==> config.mk <==
export PLATFORM = sky130hd
export DESIGN_NAME = touch_gesture_brightness_ramp_top_flat
export DESIGN_NICKNAME = d
export VERILOG_FILES = /design/src/rtl/tgbr_pkg.sv /design/src/rtl/tgbr_ifs.sv /design/src/rtl/tgbr_ctrl.sv /design/src/rtl/tgbr_dp.sv /design/src/rtl/touch_gesture_brightness_ramp_top.sv /design/src/flat_wrapper.sv
export SDC_FILE = /design/constraint.sdc
export NUM_CORES = 2
export LEC_CHECK = 0
export BUFFER_PORTS_ARGS = -buffer_cell sky130_fd_sc_hd__buf_2
export CAP_MARGIN = 0
export CELL_PAD_IN_SITES_DETAIL_PLACEMENT = 0
export CELL_PAD_IN_SITES_GLOBAL_PLACEMENT = 1
export CORE_ASPECT_RATIO = 0.6
export CORE_MARGIN = 3
export CORE_UTILIZATION = 50
export CTS_CLUSTER_SIZE = 12
export DETAILED_ROUTE_END_ITERATION = 16
export GPL_TIMING_DRIVEN = 0
export PLACE_DENSITY = 0.79
export SYNTH_ARGS = -nofsm -noshare
export SYNTH_HDL_FRONTEND = slang
export SYNTH_SLANG_ARGS = --single-unit
export TNS_END_PERCENT = 100
==> constraint.sdc <==
create_clock -name i_clk -period 20.6 [get_ports i_clk]
set_clock_uncertainty 0.15 [all_clocks]
set_input_delay 2.06 -clock i_clk [delete_from_list [all_inputs] [get_ports i_clk]]
set_output_delay 2.06 -clock i_clk [all_outputs]
set_load 0.02 [all_outputs]
==> src/rtl/tgbr_pkg.sv <==
package tgbr_pkg;

    // window bound default
    localparam int MAX_WIN_SAMPLES_DEF = 16;

    // field widths
    localparam int SAMPLE_W   = 24;
    localparam int TIME_W     = 32;
    localparam int BRI_W      = 8;
    localparam int SUM_W      = 32;
    localparam int CFG_IDX_W  = 3;
    localparam int CFG_DATA_W = 24;

    // register indexes
    localparam logic [CFG_IDX_W-1:0] CFG_TOUCH_THRESHOLD   = 3'd0;
    localparam logic [CFG_IDX_W-1:0] CFG_WINDOW_MS         = 3'd1;
    localparam logic [CFG_IDX_W-1:0] CFG_CLICK_MAX_MS      = 3'd2;
    localparam logic [CFG_IDX_W-1:0] CFG_GAP_MS            = 3'd3;
    localparam logic [CFG_IDX_W-1:0] CFG_RESET_CLICK_COUNT = 3'd4;
    localparam logic [CFG_IDX_W-1:0] CFG_RAMP_STEP_MS      = 3'd5;

    // register reset values
    localparam logic [23:0] THRESHOLD_RST   = 24'd250;
    localparam logic [15:0] WINDOW_MS_RST   = 16'd25;
    localparam logic [15:0] CLICK_MAX_RST   = 16'd500;
    localparam logic [15:0] GAP_MS_RST      = 16'd250;
    localparam logic [7:0]  RESET_CLICK_RST = 8'd20;
    localparam logic [7:0]  RAMP_STEP_RST   = 8'd15;

    // brightness step bands
    localparam logic [BRI_W-1:0] BRI_BAND_LOW  = 8'd30;
    localparam logic [BRI_W-1:0] BRI_BAND_MID  = 8'd140;
    localparam logic [BRI_W-1:0] BRI_BAND_HIGH = 8'd190;

    typedef enum logic [2:0] {
        EV_NONE   = 3'd0,
        EV_CLICK  = 3'd1,
        EV_DOUBLE = 3'd2,
        EV_RESET  = 3'd3,
        EV_BRIGHT = 3'd4
    } t_event;

    typedef enum logic [2:0] {
        ST_IDLE,
        ST_ACC,
        ST_MUL,
        ST_DEC,
        ST_EMIT
    } t_state;

    // controller to datapath
    typedef struct packed {
        logic load;
        logic acc;
        logic mul;
        logic decide;
        logic emit;
    } t_cmd;

    // datapath to controller
    typedef struct packed {
        logic ok;
        logic out_free;
    } t_stat;

endpackage

==> src/rtl/tgbr_ifs.sv <==
interface tgbr_in_if;
    import tgbr_pkg::*;
    logic                valid;
    logic                ready;
    logic                sample_ok;
    logic [SAMPLE_W-1:0] sample_value;
    logic [TIME_W-1:0]   now_ms;
    logic                light_on;
    logic [BRI_W-1:0]    current_brightness;

    modport source (output valid, sample_ok, sample_value, now_ms, light_on,
                    current_brightness, input ready);
    modport sink   (input valid, sample_ok, sample_value, now_ms, light_on,
                    current_brightness, output ready);
endinterface

interface tgbr_out_if;
    import tgbr_pkg::*;
    logic             valid;
    logic             ready;
    logic [2:0]       event_res;
    logic [BRI_W-1:0] new_brightness;
    logic             switch_on;

    modport source (output valid, event_res, new_brightness, switch_on, input ready);
    modport sink   (input valid, event_res, new_brightness, switch_on, output ready);
endinterface

interface tgbr_cfg_if;
    import tgbr_pkg::*;
    logic                  valid;
    logic                  ready;
    logic [CFG_IDX_W-1:0]  index;
    logic [CFG_DATA_W-1:0] data;

    modport source (output valid, index, data, input ready);
    modport sink   (input valid, index, data, output ready);
endinterface

==> src/rtl/tgbr_ctrl.sv <==
module tgbr_ctrl
    import tgbr_pkg::*;
(
    input  logic  i_clk,
    input  logic  i_rst_n,
    input  logic  i_in_valid,
    input  t_stat i_stat,
    output logic  o_in_ready,
    output t_cmd  o_cmd
);

    t_state r_state;
    t_state n_state;

    // state register
    always_ff @(posedge i_clk) begin
        if (!i_rst_n) begin
            r_state <= ST_IDLE;
        end else begin
            r_state <= n_state;
        end
    end

    // next state
    always_comb begin
        n_state = r_state;
        case (r_state)
            ST_IDLE: begin
                if (i_in_valid) n_state = ST_ACC;
            end
            ST_ACC: begin
                n_state = i_stat.ok ? ST_MUL : ST_EMIT;
            end
            ST_MUL: begin
                n_state = ST_DEC;
            end
            ST_DEC: begin
                n_state = ST_EMIT;
            end
            ST_EMIT: begin
                if (i_stat.out_free) n_state = ST_IDLE;
            end
            default: begin
                n_state = ST_IDLE;
            end
        endcase
    end

    // commands
    always_comb begin
        o_cmd      = '0;
        o_in_ready = 1'b0;
        case (r_state)
            ST_IDLE: begin
                o_in_ready = 1'b1;
                o_cmd.load = i_in_valid;
            end
            ST_ACC: begin
                o_cmd.acc = i_stat.ok;
            end
            ST_MUL: begin
                o_cmd.mul = 1'b1;
            end
            ST_DEC: begin
                o_cmd.decide = 1'b1;
            end
            ST_EMIT: begin
                o_cmd.emit = i_stat.out_free;
            end
            default: begin
                o_cmd = '0;
            end
        endcase
    end

endmodule

==> src/rtl/tgbr_dp.sv <==
module tgbr_dp
    import tgbr_pkg::*;
#(
    parameter int MAX_WINDOW_SAMPLES = MAX_WIN_SAMPLES_DEF
) (
    input  logic                  i_clk,
    input  logic                  i_rst_n,
    input  t_cmd                  i_cmd,
    output t_stat                 o_stat,
    // input word
    input  logic                  i_sample_ok,
    input  logic [SAMPLE_W-1:0]   i_sample_value,
    input  logic [TIME_W-1:0]     i_now_ms,
    input  logic                  i_light_on,
    input  logic [BRI_W-1:0]      i_current_brightness,
    // register writes
    input  logic                  i_cfg_we,
    input  logic [CFG_IDX_W-1:0]  i_cfg_idx,
    input  logic [CFG_DATA_W-1:0] i_cfg_data,
    // result word
    input  logic                  i_out_ready,
    output logic                  o_out_valid,
    output logic [2:0]            o_event_res,
    output logic [BRI_W-1:0]      o_new_brightness,
    output logic                  o_switch_on
);

    localparam int CNT_W  = $clog2(MAX_WINDOW_SAMPLES + 1);
    localparam int PROD_W = SAMPLE_W + 1 + CNT_W;
    localparam int CMP_W  = (PROD_W > SUM_W) ? PROD_W : SUM_W;
    localparam logic [CNT_W-1:0] CNT_MAX = CNT_W'(MAX_WINDOW_SAMPLES);

    // configuration
    logic [23:0] r_threshold;
    logic [15:0] r_window_ms;
    logic [15:0] r_click_max_ms;
    logic [15:0] r_gap_ms;
    logic [7:0]  r_reset_clicks;
    logic [7:0]  r_ramp_step_ms;

    // latched input word
    logic                r_ok;
    logic [SAMPLE_W-1:0] r_sample;
    logic [TIME_W-1:0]   r_now;
    logic                r_lit;
    logic [BRI_W-1:0]    r_bri;

    // detector state
    logic              r_pressed,      n_pressed;
    logic              r_long_first,   n_long_first;
    logic [TIME_W-1:0] r_window_start, n_window_start;
    logic [TIME_W-1:0] r_down_time,    n_down_time;
    logic [TIME_W-1:0] r_up_time,      n_up_time;
    logic [7:0]        r_click_count,  n_click_count;
    logic [7:0]        r_ramp_time,    n_ramp_time;
    logic              r_ramp_up,      n_ramp_up;
    logic [SUM_W-1:0]  r_sum,          n_sum;
    logic [CNT_W-1:0]  r_cnt,          n_cnt;
    logic              r_skip,         n_skip;

    // threshold products
    logic [PROD_W-1:0] r_prod_lo;
    logic [PROD_W-1:0] r_prod_hi;

    // result register
    logic             r_out_valid, n_out_valid;
    t_event           r_out_event, n_out_event;
    logic [BRI_W-1:0] r_out_bri,   n_out_bri;
    logic             r_out_on,    n_out_on;

    // decision and gesture terms
    logic             win_hit;
    logic             avg_below;
    logic             avg_above;
    logic             long_elapsed;
    logic             gap_hit;
    logic             long_hit;
    logic             first;
    logic             too_early;
    logic [BRI_W-1:0] bri_base;
    logic [BRI_W-1:0] step;
    logic [BRI_W:0]   bri_up_sum;
    logic             rup_base;
    logic             rup_fin;
    logic [BRI_W-1:0] bri_next;
    t_event           click_event;

    // register writes
    always_ff @(posedge i_clk) begin
        if (!i_rst_n) begin
            r_threshold    <= THRESHOLD_RST;
            r_window_ms    <= WINDOW_MS_RST;
            r_click_max_ms <= CLICK_MAX_RST;
            r_gap_ms       <= GAP_MS_RST;
            r_reset_clicks <= RESET_CLICK_RST;
            r_ramp_step_ms <= RAMP_STEP_RST;
        end else if (i_cfg_we) begin
            case (i_cfg_idx)
                CFG_TOUCH_THRESHOLD:   r_threshold    <= i_cfg_data[23:0];
                CFG_WINDOW_MS:         r_window_ms    <= i_cfg_data[15:0];
                CFG_CLICK_MAX_MS:      r_click_max_ms <= i_cfg_data[15:0];
                CFG_GAP_MS:            r_gap_ms       <= i_cfg_data[15:0];
                CFG_RESET_CLICK_COUNT: r_reset_clicks <= i_cfg_data[7:0];
                CFG_RAMP_STEP_MS:      r_ramp_step_ms <= i_cfg_data[7:0];
                default: ;
            endcase
        end
    end

    // input capture and products
    always_ff @(posedge i_clk) begin
        if (i_cmd.load) begin
            r_ok     <= i_sample_ok;
            r_sample <= i_sample_value;
            r_now    <= i_now_ms;
            r_lit    <= i_light_on;
            r_bri    <= i_current_brightness;
        end
        if (i_cmd.mul) begin
            r_prod_lo <= PROD_W'(r_threshold) * PROD_W'(r_cnt);
            r_prod_hi <= PROD_W'({1'b0, r_threshold} + 25'd1) * PROD_W'(r_cnt);
        end
    end

    // floor(sum/cnt) < thr iff sum < thr*cnt; > thr iff sum >= (thr+1)*cnt
    assign avg_below = CMP_W'(r_sum) < CMP_W'(r_prod_lo);
    assign avg_above = CMP_W'(r_sum) >= CMP_W'(r_prod_hi);
    assign win_hit   = (r_now - r_window_start) >= TIME_W'(r_window_ms);

    assign long_elapsed = (r_now - r_down_time) > TIME_W'(r_click_max_ms);
    assign gap_hit      = !r_pressed && ((r_now - r_up_time) > TIME_W'(r_gap_ms));
    assign long_hit     = r_pressed && long_elapsed;

    // click sequence event
    always_comb begin
        if (r_click_count == 8'd1) begin
            click_event = EV_CLICK;
        end else if (r_click_count == 8'd2) begin
            click_event = EV_DOUBLE;
        end else if (r_click_count >= r_reset_clicks) begin
            click_event = EV_RESET;
        end else begin
            click_event = EV_NONE;
        end
    end

    // ramp step
    assign first     = r_long_first;
    assign too_early = !first && (8'(r_now[7:0] - r_ramp_time) < r_ramp_step_ms);
    assign bri_base  = (first && !r_lit) ? '0 : r_bri;
    assign rup_base  = first ? (!r_lit || !r_ramp_up) : r_ramp_up;

    always_comb begin
        if (bri_base < BRI_BAND_LOW) begin
            step = 8'd1;
        end else if (bri_base > BRI_BAND_MID && bri_base < BRI_BAND_HIGH) begin
            step = 8'd3;
        end else if (bri_base >= BRI_BAND_HIGH) begin
            step = 8'd4;
        end else begin
            step = 8'd2;
        end
    end

    // reverse at either end
    assign bri_up_sum = {1'b0, bri_base} + {1'b0, step};
    always_comb begin
        if (bri_up_sum[BRI_W]) begin
            rup_fin = 1'b0;
        end else if (bri_base < step) begin
            rup_fin = 1'b1;
        end else begin
            rup_fin = rup_base;
        end
    end
    assign bri_next = rup_fin ? bri_up_sum[BRI_W-1:0] : (bri_base - step);

    // next state of detector and result
    always_comb begin
        n_pressed      = r_pressed;
        n_long_first   = r_long_first;
        n_window_start = r_window_start;
        n_down_time    = r_down_time;
        n_up_time      = r_up_time;
        n_click_count  = r_click_count;
        n_ramp_time    = r_ramp_time;
        n_ramp_up      = r_ramp_up;
        n_sum          = r_sum;
        n_cnt          = r_cnt;
        n_skip         = r_skip;
        n_out_valid    = r_out_valid && !i_out_ready;
        n_out_event    = r_out_event;
        n_out_bri      = r_out_bri;
        n_out_on       = r_out_on;

        if (i_cmd.load) begin
            n_skip = 1'b0;
        end

        // window accumulate, full window drops the sample
        if (i_cmd.acc && r_cnt < CNT_MAX) begin
            n_sum = r_sum + SUM_W'(r_sample);
            n_cnt = r_cnt + 1'b1;
        end

        // touch decision at window end
        if (i_cmd.decide && win_hit) begin
            if (r_cnt == '0) begin
                n_skip = 1'b1;
            end else begin
                if (r_pressed && avg_below) begin
                    n_pressed    = 1'b0;
                    n_long_first = 1'b0;
                    n_click_count = long_elapsed ? 8'd0 : (r_click_count + 8'd1);
                    n_up_time    = r_now;
                end else if (!r_pressed && avg_above) begin
                    n_pressed    = 1'b1;
                    n_long_first = 1'b1;
                    n_down_time  = r_now;
                end
                n_sum          = '0;
                n_cnt          = '0;
                n_window_start = r_now;
            end
        end

        // gesture and result word
        if (i_cmd.emit) begin
            n_out_valid = 1'b1;
            n_out_event = EV_NONE;
            n_out_bri   = '0;
            n_out_on    = 1'b0;
            if (r_ok && !r_skip) begin
                if (gap_hit) begin
                    n_out_event   = click_event;
                    n_click_count = 8'd0;
                end else if (long_hit) begin
                    n_long_first = 1'b0;
                    if (!too_early) begin
                        n_ramp_up   = rup_fin;
                        n_ramp_time = r_now[7:0];
                        n_out_event = EV_BRIGHT;
                        n_out_bri   = bri_next;
                        n_out_on    = first && !r_lit;
                    end
                end
            end
        end
    end

    // state registers
    always_ff @(posedge i_clk) begin
        if (!i_rst_n) begin
            r_pressed      <= 1'b0;
            r_long_first   <= 1'b0;
            r_window_start <= '0;
            r_down_time    <= '0;
            r_up_time      <= '0;
            r_click_count  <= 8'd1;
            r_ramp_time    <= '0;
            r_ramp_up      <= 1'b0;
            r_sum          <= '0;
            r_cnt          <= '0;
            r_skip         <= 1'b0;
            r_out_valid    <= 1'b0;
        end else begin
            r_pressed      <= n_pressed;
            r_long_first   <= n_long_first;
            r_window_start <= n_window_start;
            r_down_time    <= n_down_time;
            r_up_time      <= n_up_time;
            r_click_count  <= n_click_count;
            r_ramp_time    <= n_ramp_time;
            r_ramp_up      <= n_ramp_up;
            r_sum          <= n_sum;
            r_cnt          <= n_cnt;
            r_skip         <= n_skip;
            r_out_valid    <= n_out_valid;
        end
    end

    // result payload
    always_ff @(posedge i_clk) begin
        r_out_event <= n_out_event;
        r_out_bri   <= n_out_bri;
        r_out_on    <= n_out_on;
    end

    assign o_stat.ok       = r_ok;
    assign o_stat.out_free = !r_out_valid || i_out_ready;

    assign o_out_valid      = r_out_valid;
    assign o_event_res      = r_out_event;
    assign o_new_brightness = r_out_bri;
    assign o_switch_on      = r_out_on;

    // checks
    a_cnt_bound: assert property (@(posedge i_clk) disable iff (!i_rst_n)
        r_cnt <= CNT_MAX)
        else $error("window sample count beyond bound");

    a_emit_valid: assert property (@(posedge i_clk) disable iff (!i_rst_n)
        i_cmd.emit |=> r_out_valid)
        else $error("result word lost after emit");

    a_quiet_payload: assert property (@(posedge i_clk) disable iff (!i_rst_n)
        r_out_valid && r_out_event != EV_BRIGHT |-> r_out_bri == '0 && !r_out_on)
        else $error("brightness payload without brightness event");

    a_release_at_decide: assert property (@(posedge i_clk) disable iff (!i_rst_n)
        $fell(r_pressed) |-> $past(i_cmd.decide))
        else $error("release outside window decision");

endmodule

==> src/rtl/touch_gesture_brightness_ramp_top.sv <==
// channel   dir  modport  payload
// i_in      in   sink     sample_ok, sample_value, now_ms, light_on, current_brightness
// o_out     out  source   event_res, new_brightness, switch_on
// i_cfg     in   sink     index (3b), data (24b); ready whenever out of reset
//
// a word is accepted only while the controller is idle; its result is registered by the
// controller sequence load, accumulate, multiply, decide, emit, which skips multiply and
// decide for a failed sample, one word in flight at a time.
// the next word is accepted while the result waits in the output register.
// a stalled result holds the controller in its emit step until taken.
// synchronous active-low reset restores configuration, detector and controller state, no clearing pass.
module touch_gesture_brightness_ramp_top
    import tgbr_pkg::*;
#(
    parameter int MAX_WINDOW_SAMPLES = MAX_WIN_SAMPLES_DEF
) (
    input  logic        i_clk,
    input  logic        i_rst_n,
    tgbr_in_if.sink     i_in,
    tgbr_out_if.source  o_out,
    tgbr_cfg_if.sink    i_cfg
);

    t_cmd  cmd;
    t_stat stat;
    logic  in_ready;

    // handshakes, nothing taken while in reset
    assign i_in.ready  = in_ready && i_rst_n;
    assign i_cfg.ready = i_rst_n;

    tgbr_ctrl u_ctrl (
        .i_clk      (i_clk),
        .i_rst_n    (i_rst_n),
        .i_in_valid (i_in.valid),
        .i_stat     (stat),
        .o_in_ready (in_ready),
        .o_cmd      (cmd)
    );

    tgbr_dp #(
        .MAX_WINDOW_SAMPLES (MAX_WINDOW_SAMPLES)
    ) u_dp (
        .i_clk                (i_clk),
        .i_rst_n              (i_rst_n),
        .i_cmd                (cmd),
        .o_stat               (stat),
        .i_sample_ok          (i_in.sample_ok),
        .i_sample_value       (i_in.sample_value),
        .i_now_ms             (i_in.now_ms),
        .i_light_on           (i_in.light_on),
        .i_current_brightness (i_in.current_brightness),
        .i_cfg_we             (i_cfg.valid),
        .i_cfg_idx            (i_cfg.index),
        .i_cfg_data           (i_cfg.data),
        .i_out_ready          (o_out.ready),
        .o_out_valid          (o_out.valid),
        .o_event_res          (o_out.event_res),
        .o_new_brightness     (o_out.new_brightness),
        .o_switch_on          (o_out.switch_on)
    );

endmodule
==> src/flat_wrapper.sv <==
// flat-port wrapper written by rule: the top's interface ports become plain ports
module touch_gesture_brightness_ramp_top_flat import tgbr_pkg::*;
#(
    parameter int MAX_WINDOW_SAMPLES = MAX_WIN_SAMPLES_DEF
)
  (i_clk, i_rst_n, i_in_valid, i_in_sample_ok, i_in_sample_value, i_in_now_ms, i_in_light_on, i_in_current_brightness, i_in_ready, o_out_valid, o_out_event_res, o_out_new_brightness, o_out_switch_on, o_out_ready, i_cfg_valid, i_cfg_index, i_cfg_data, i_cfg_ready);
  tgbr_in_if i_in_i ();
  tgbr_out_if o_out_i ();
  tgbr_cfg_if i_cfg_i ();
  input  logic i_clk;
  input  logic i_rst_n;
  input wire logic [$bits(i_in_i.valid)-1:0] i_in_valid;
  input wire logic [$bits(i_in_i.sample_ok)-1:0] i_in_sample_ok;
  input wire logic [$bits(i_in_i.sample_value)-1:0] i_in_sample_value;
  input wire logic [$bits(i_in_i.now_ms)-1:0] i_in_now_ms;
  input wire logic [$bits(i_in_i.light_on)-1:0] i_in_light_on;
  input wire logic [$bits(i_in_i.current_brightness)-1:0] i_in_current_brightness;
  output wire logic [$bits(i_in_i.ready)-1:0] i_in_ready;
  output wire logic [$bits(o_out_i.valid)-1:0] o_out_valid;
  output wire logic [$bits(o_out_i.event_res)-1:0] o_out_event_res;
  output wire logic [$bits(o_out_i.new_brightness)-1:0] o_out_new_brightness;
  output wire logic [$bits(o_out_i.switch_on)-1:0] o_out_switch_on;
  input wire logic [$bits(o_out_i.ready)-1:0] o_out_ready;
  input wire logic [$bits(i_cfg_i.valid)-1:0] i_cfg_valid;
  input wire logic [$bits(i_cfg_i.index)-1:0] i_cfg_index;
  input wire logic [$bits(i_cfg_i.data)-1:0] i_cfg_data;
  output wire logic [$bits(i_cfg_i.ready)-1:0] i_cfg_ready;
  assign i_in_i.valid = i_in_valid;
  assign i_in_i.sample_ok = i_in_sample_ok;
  assign i_in_i.sample_value = i_in_sample_value;
  assign i_in_i.now_ms = i_in_now_ms;
  assign i_in_i.light_on = i_in_light_on;
  assign i_in_i.current_brightness = i_in_current_brightness;
  assign i_in_ready = i_in_i.ready;
  assign o_out_valid = o_out_i.valid;
  assign o_out_event_res = o_out_i.event_res;
  assign o_out_new_brightness = o_out_i.new_brightness;
  assign o_out_switch_on = o_out_i.switch_on;
  assign o_out_i.ready = o_out_ready;
  assign i_cfg_i.valid = i_cfg_valid;
  assign i_cfg_i.index = i_cfg_index;
  assign i_cfg_i.data = i_cfg_data;
  assign i_cfg_ready = i_cfg_i.ready;
  touch_gesture_brightness_ramp_top #(.MAX_WINDOW_SAMPLES(MAX_WINDOW_SAMPLES)) u_core (.i_clk(i_clk), .i_rst_n(i_rst_n), .i_in(i_in_i), .o_out(o_out_i), .i_cfg(i_cfg_i));
endmodule
==> flow_summary.ini <==
[run_status]
outcome = finished clean

[sta]
slew_violations = 0
holdWs_ps = 303.0
hold_viol = 0
timing.setup.tns_ps = 0
layout_worst_path_cycle_share_pct = 37.55
rsz0062_at_grt = false
min_period_ps = 7736
timing.fmax_mhz = 129.3
relSlewSlack_pct = 2.484
finalSetupViolations = 0
worstMarginPinSlew_ps = 1460

[global_route]
grtUsageMet1_pct = 53.17
grt_max_degree = 41
antenna_found_initial = 7
grt_first_pass_wirelength_mm = 153.4
grt_util_all_layers_pct = 29.66
grt_overflow = 0
grt_util_met3_pct = 8.963
grt_pass1_vias = 24670
grt_busiest_layer = met1
gr-usage-met2_pct = 32.41

[floorplan]
die_w_um = 332.2
die_h_um = 201.7
die-area_sq_um = 67030
start_util_pct = 50.77
pin_count = 113
core_area_sq_um = 62900
std_cell_rows = 71

[power_and_ir_drop]
power_w = 0.002006
power.density_nw_per_um2 = 57.20
leakage_nw = 15.27
irDropWorstVdd_uv = 58.18

[finish]
fin_cells = 4871
post-route-cell-area_sq_um = 35070
fin_nets = 4569
area_growth_pct = 9.828
drive_above_1_share_pct = 6.078

[drt]
first_pass_iters = 5
drc = 0
antenna_left = 0
drt-initial-drc-count = 3225
wirelength_mm = 102.0
vias = 28120
wire_per_inst_um = 20.93
vias_per_cell = 5.774

[synth]
yosysMostFrequentCell = nand2_1
async_reset_ff_share_pct = 0
syn_inst = 3829
yosysTopAreaCellShare_pct = 15.36
seq_area_frac_synth_pct = 28.25
synth_edf_count = 137
synth_commonest_cells = nand2_1 (481), inv_1 (428), a21oi_1 (348)
yosys.area.top_type = dfxtp_1
synth_cell_types = 101
avgSynthCellArea_sq_um = 8.339
synth_fp_nets = 4401
ys_top_cells_by_area = dfxtp_1 (15%), ha_1 (13%), edfxtp_1 (13%)
ys_ff_latch = 382
syn_area_sq_um = 31930
yosys_warnings = 0
yosys_most_used_dff = dfxtp_1

[placed_design]
post-dp-hpwl_mm = 82.63
placed_area_sq_um = 33650
post-place-cells = 4790
io_buffers = 111
place.gp.congestion = 0.9394

[critical_path]
worstPathMaxFanout = 10
path_class = reg -> reg
startpoint_type = flop
critPathRequiredTime_ps = 20850
cp-end-kind = flop
critPathArrivalTime_ps = 7990

[clocking]
worstSkewPairLatency_ps = 610
hold_buffers = 0
root_buffer = clkbuf_16
post_cts_buffers = 0
cts_tree = yes
htree_levels = 2
cts.repair.resized = 0
clk_path_buf_depth = 3
clock_sinks = 382
numCtsBuffers = 43
path_clk_slew_ps = 60

[hold_path]
min_path_type = reg -> reg

[run]
cap_violations = 0
power by group:
group          internal (W)  total, W  switching, W
Clock              0.000455  0.000800      0.000345
Combinational      0.000135  0.000367      0.000232
Sequential         0.000805  0.000839     0.0000341
Total               0.00139   0.00201      0.000611
metrics by stage:
stage	utilization [%]	setup slack, ps
2_1_floorplan	-	10950
3_3_place_gp	53.32	6516
3_5_place_dp	53.50	13260
4_1_cts	55.74	13220
5_1_grt	55.75	12700
6_report	55.76	12860
final timing paths:
| kind | slack [ps] | depth (start not counted) | start | end |
|---|---|---|---|---|
| max | 12860 | 25 | u_core.u_dp.r_now[0] | u_core.u_dp.r_window_start[28] |
| min | 300 | 2 | u_core.u_dp.r_window_ms[14] | u_core.u_dp.r_window_ms[14] |
| max reg2reg | 12860 | 25 | u_core.u_dp.r_now[0] | u_core.u_dp.r_window_start[28] |
| min reg2reg | 300 | 2 | u_core.u_dp.r_window_ms[14] | u_core.u_dp.r_window_ms[14] |
cells by family (layout without fill, tap and decap cells):
group	count (synthesis)	after routing	share of synthesized area [%]
AOI/OAI and AO/OA	881	881	17.48
buffers and inverters	593	795	7.097
muxes	48	48	1.517
adders and majority gates	474	474	21.91
DFF	382	382	28.25
xor gates and xnor gates	154	154	4.224
and+or+nand+nor	1297	1297	19.52
other	0	1	0
layout make-up:
class / instances / area (sq um)
diodes: 1 / 2.502
plain buffers: 164 / 655.6
clock buffers: 57 / 1139
clock inverters: 22 / 274.0
fillers: 6020 / 27830
inverters: 429 / 1610
multi-input cells: 2854 / 20650
flip-flops and latches: 382 / 9019
well taps: 839 / 1050
repair buffers: 123 / 664.4
cell usage in the layout (no fill, tap or decap), drive strengths merged, types with 79 or more instances in the layout:
cell      n
a21o     82
a21oi   350
and2     88
buf     156
clkbuf  188
dfxtp   245
edfxtp  137
fa      142
ha      332
inv     431
nand2   482
nand3   121
nor2    247
nor2b    79
o21ai   155
xnor2   108
layer usage:
layer	routed length [um]	part of all wire [%]
met1	55090	54
met2	32400	32
met3	13580	13
met4	882	0.86
met5	13	0.013
registers in the layout, summed over array words and instances (netlist names), 16 cells and up:
signal / cells
u_core.u_dp.r_window_start: 32
u_core.u_dp.r_threshold: 24
u_core.u_dp.r_up_time: 32
u_core.u_dp.r_sample: 24
u_core.u_dp.r_click_max_ms: 16
u_core.u_dp.r_prod_hi: 30
u_core.u_dp.r_sum: 32
u_core.u_dp.r_window_ms: 16
u_core.u_dp.r_prod_lo: 29
u_core.u_dp.r_now: 32
u_core.u_dp.r_down_time: 32
u_core.u_dp.r_gap_ms: 16
worst max-delay path: stages (launching register included):
cell	delay, ps
edfxtp_1	570
inv_1	350
ha_1	240
inv_1	60
fa_1	420
a211oi_1	390
o211ai_1	250
nand2_1	150
o21ai_0	130
a21o_1	210
a21oi_1	170
xnor2_1	140
ha_1	250
o2111a_1	310
o211ai_1	150
o21ai_0	120
a221oi_1	300
nand4_1	220
nor4b_1	730
nand4_1	780
and2_1	390
clkbuf_1	130
buf_2	260
buf_1	420
nand2_1	170
a21oi_1	80
Power figures use the tool's default switching activity.
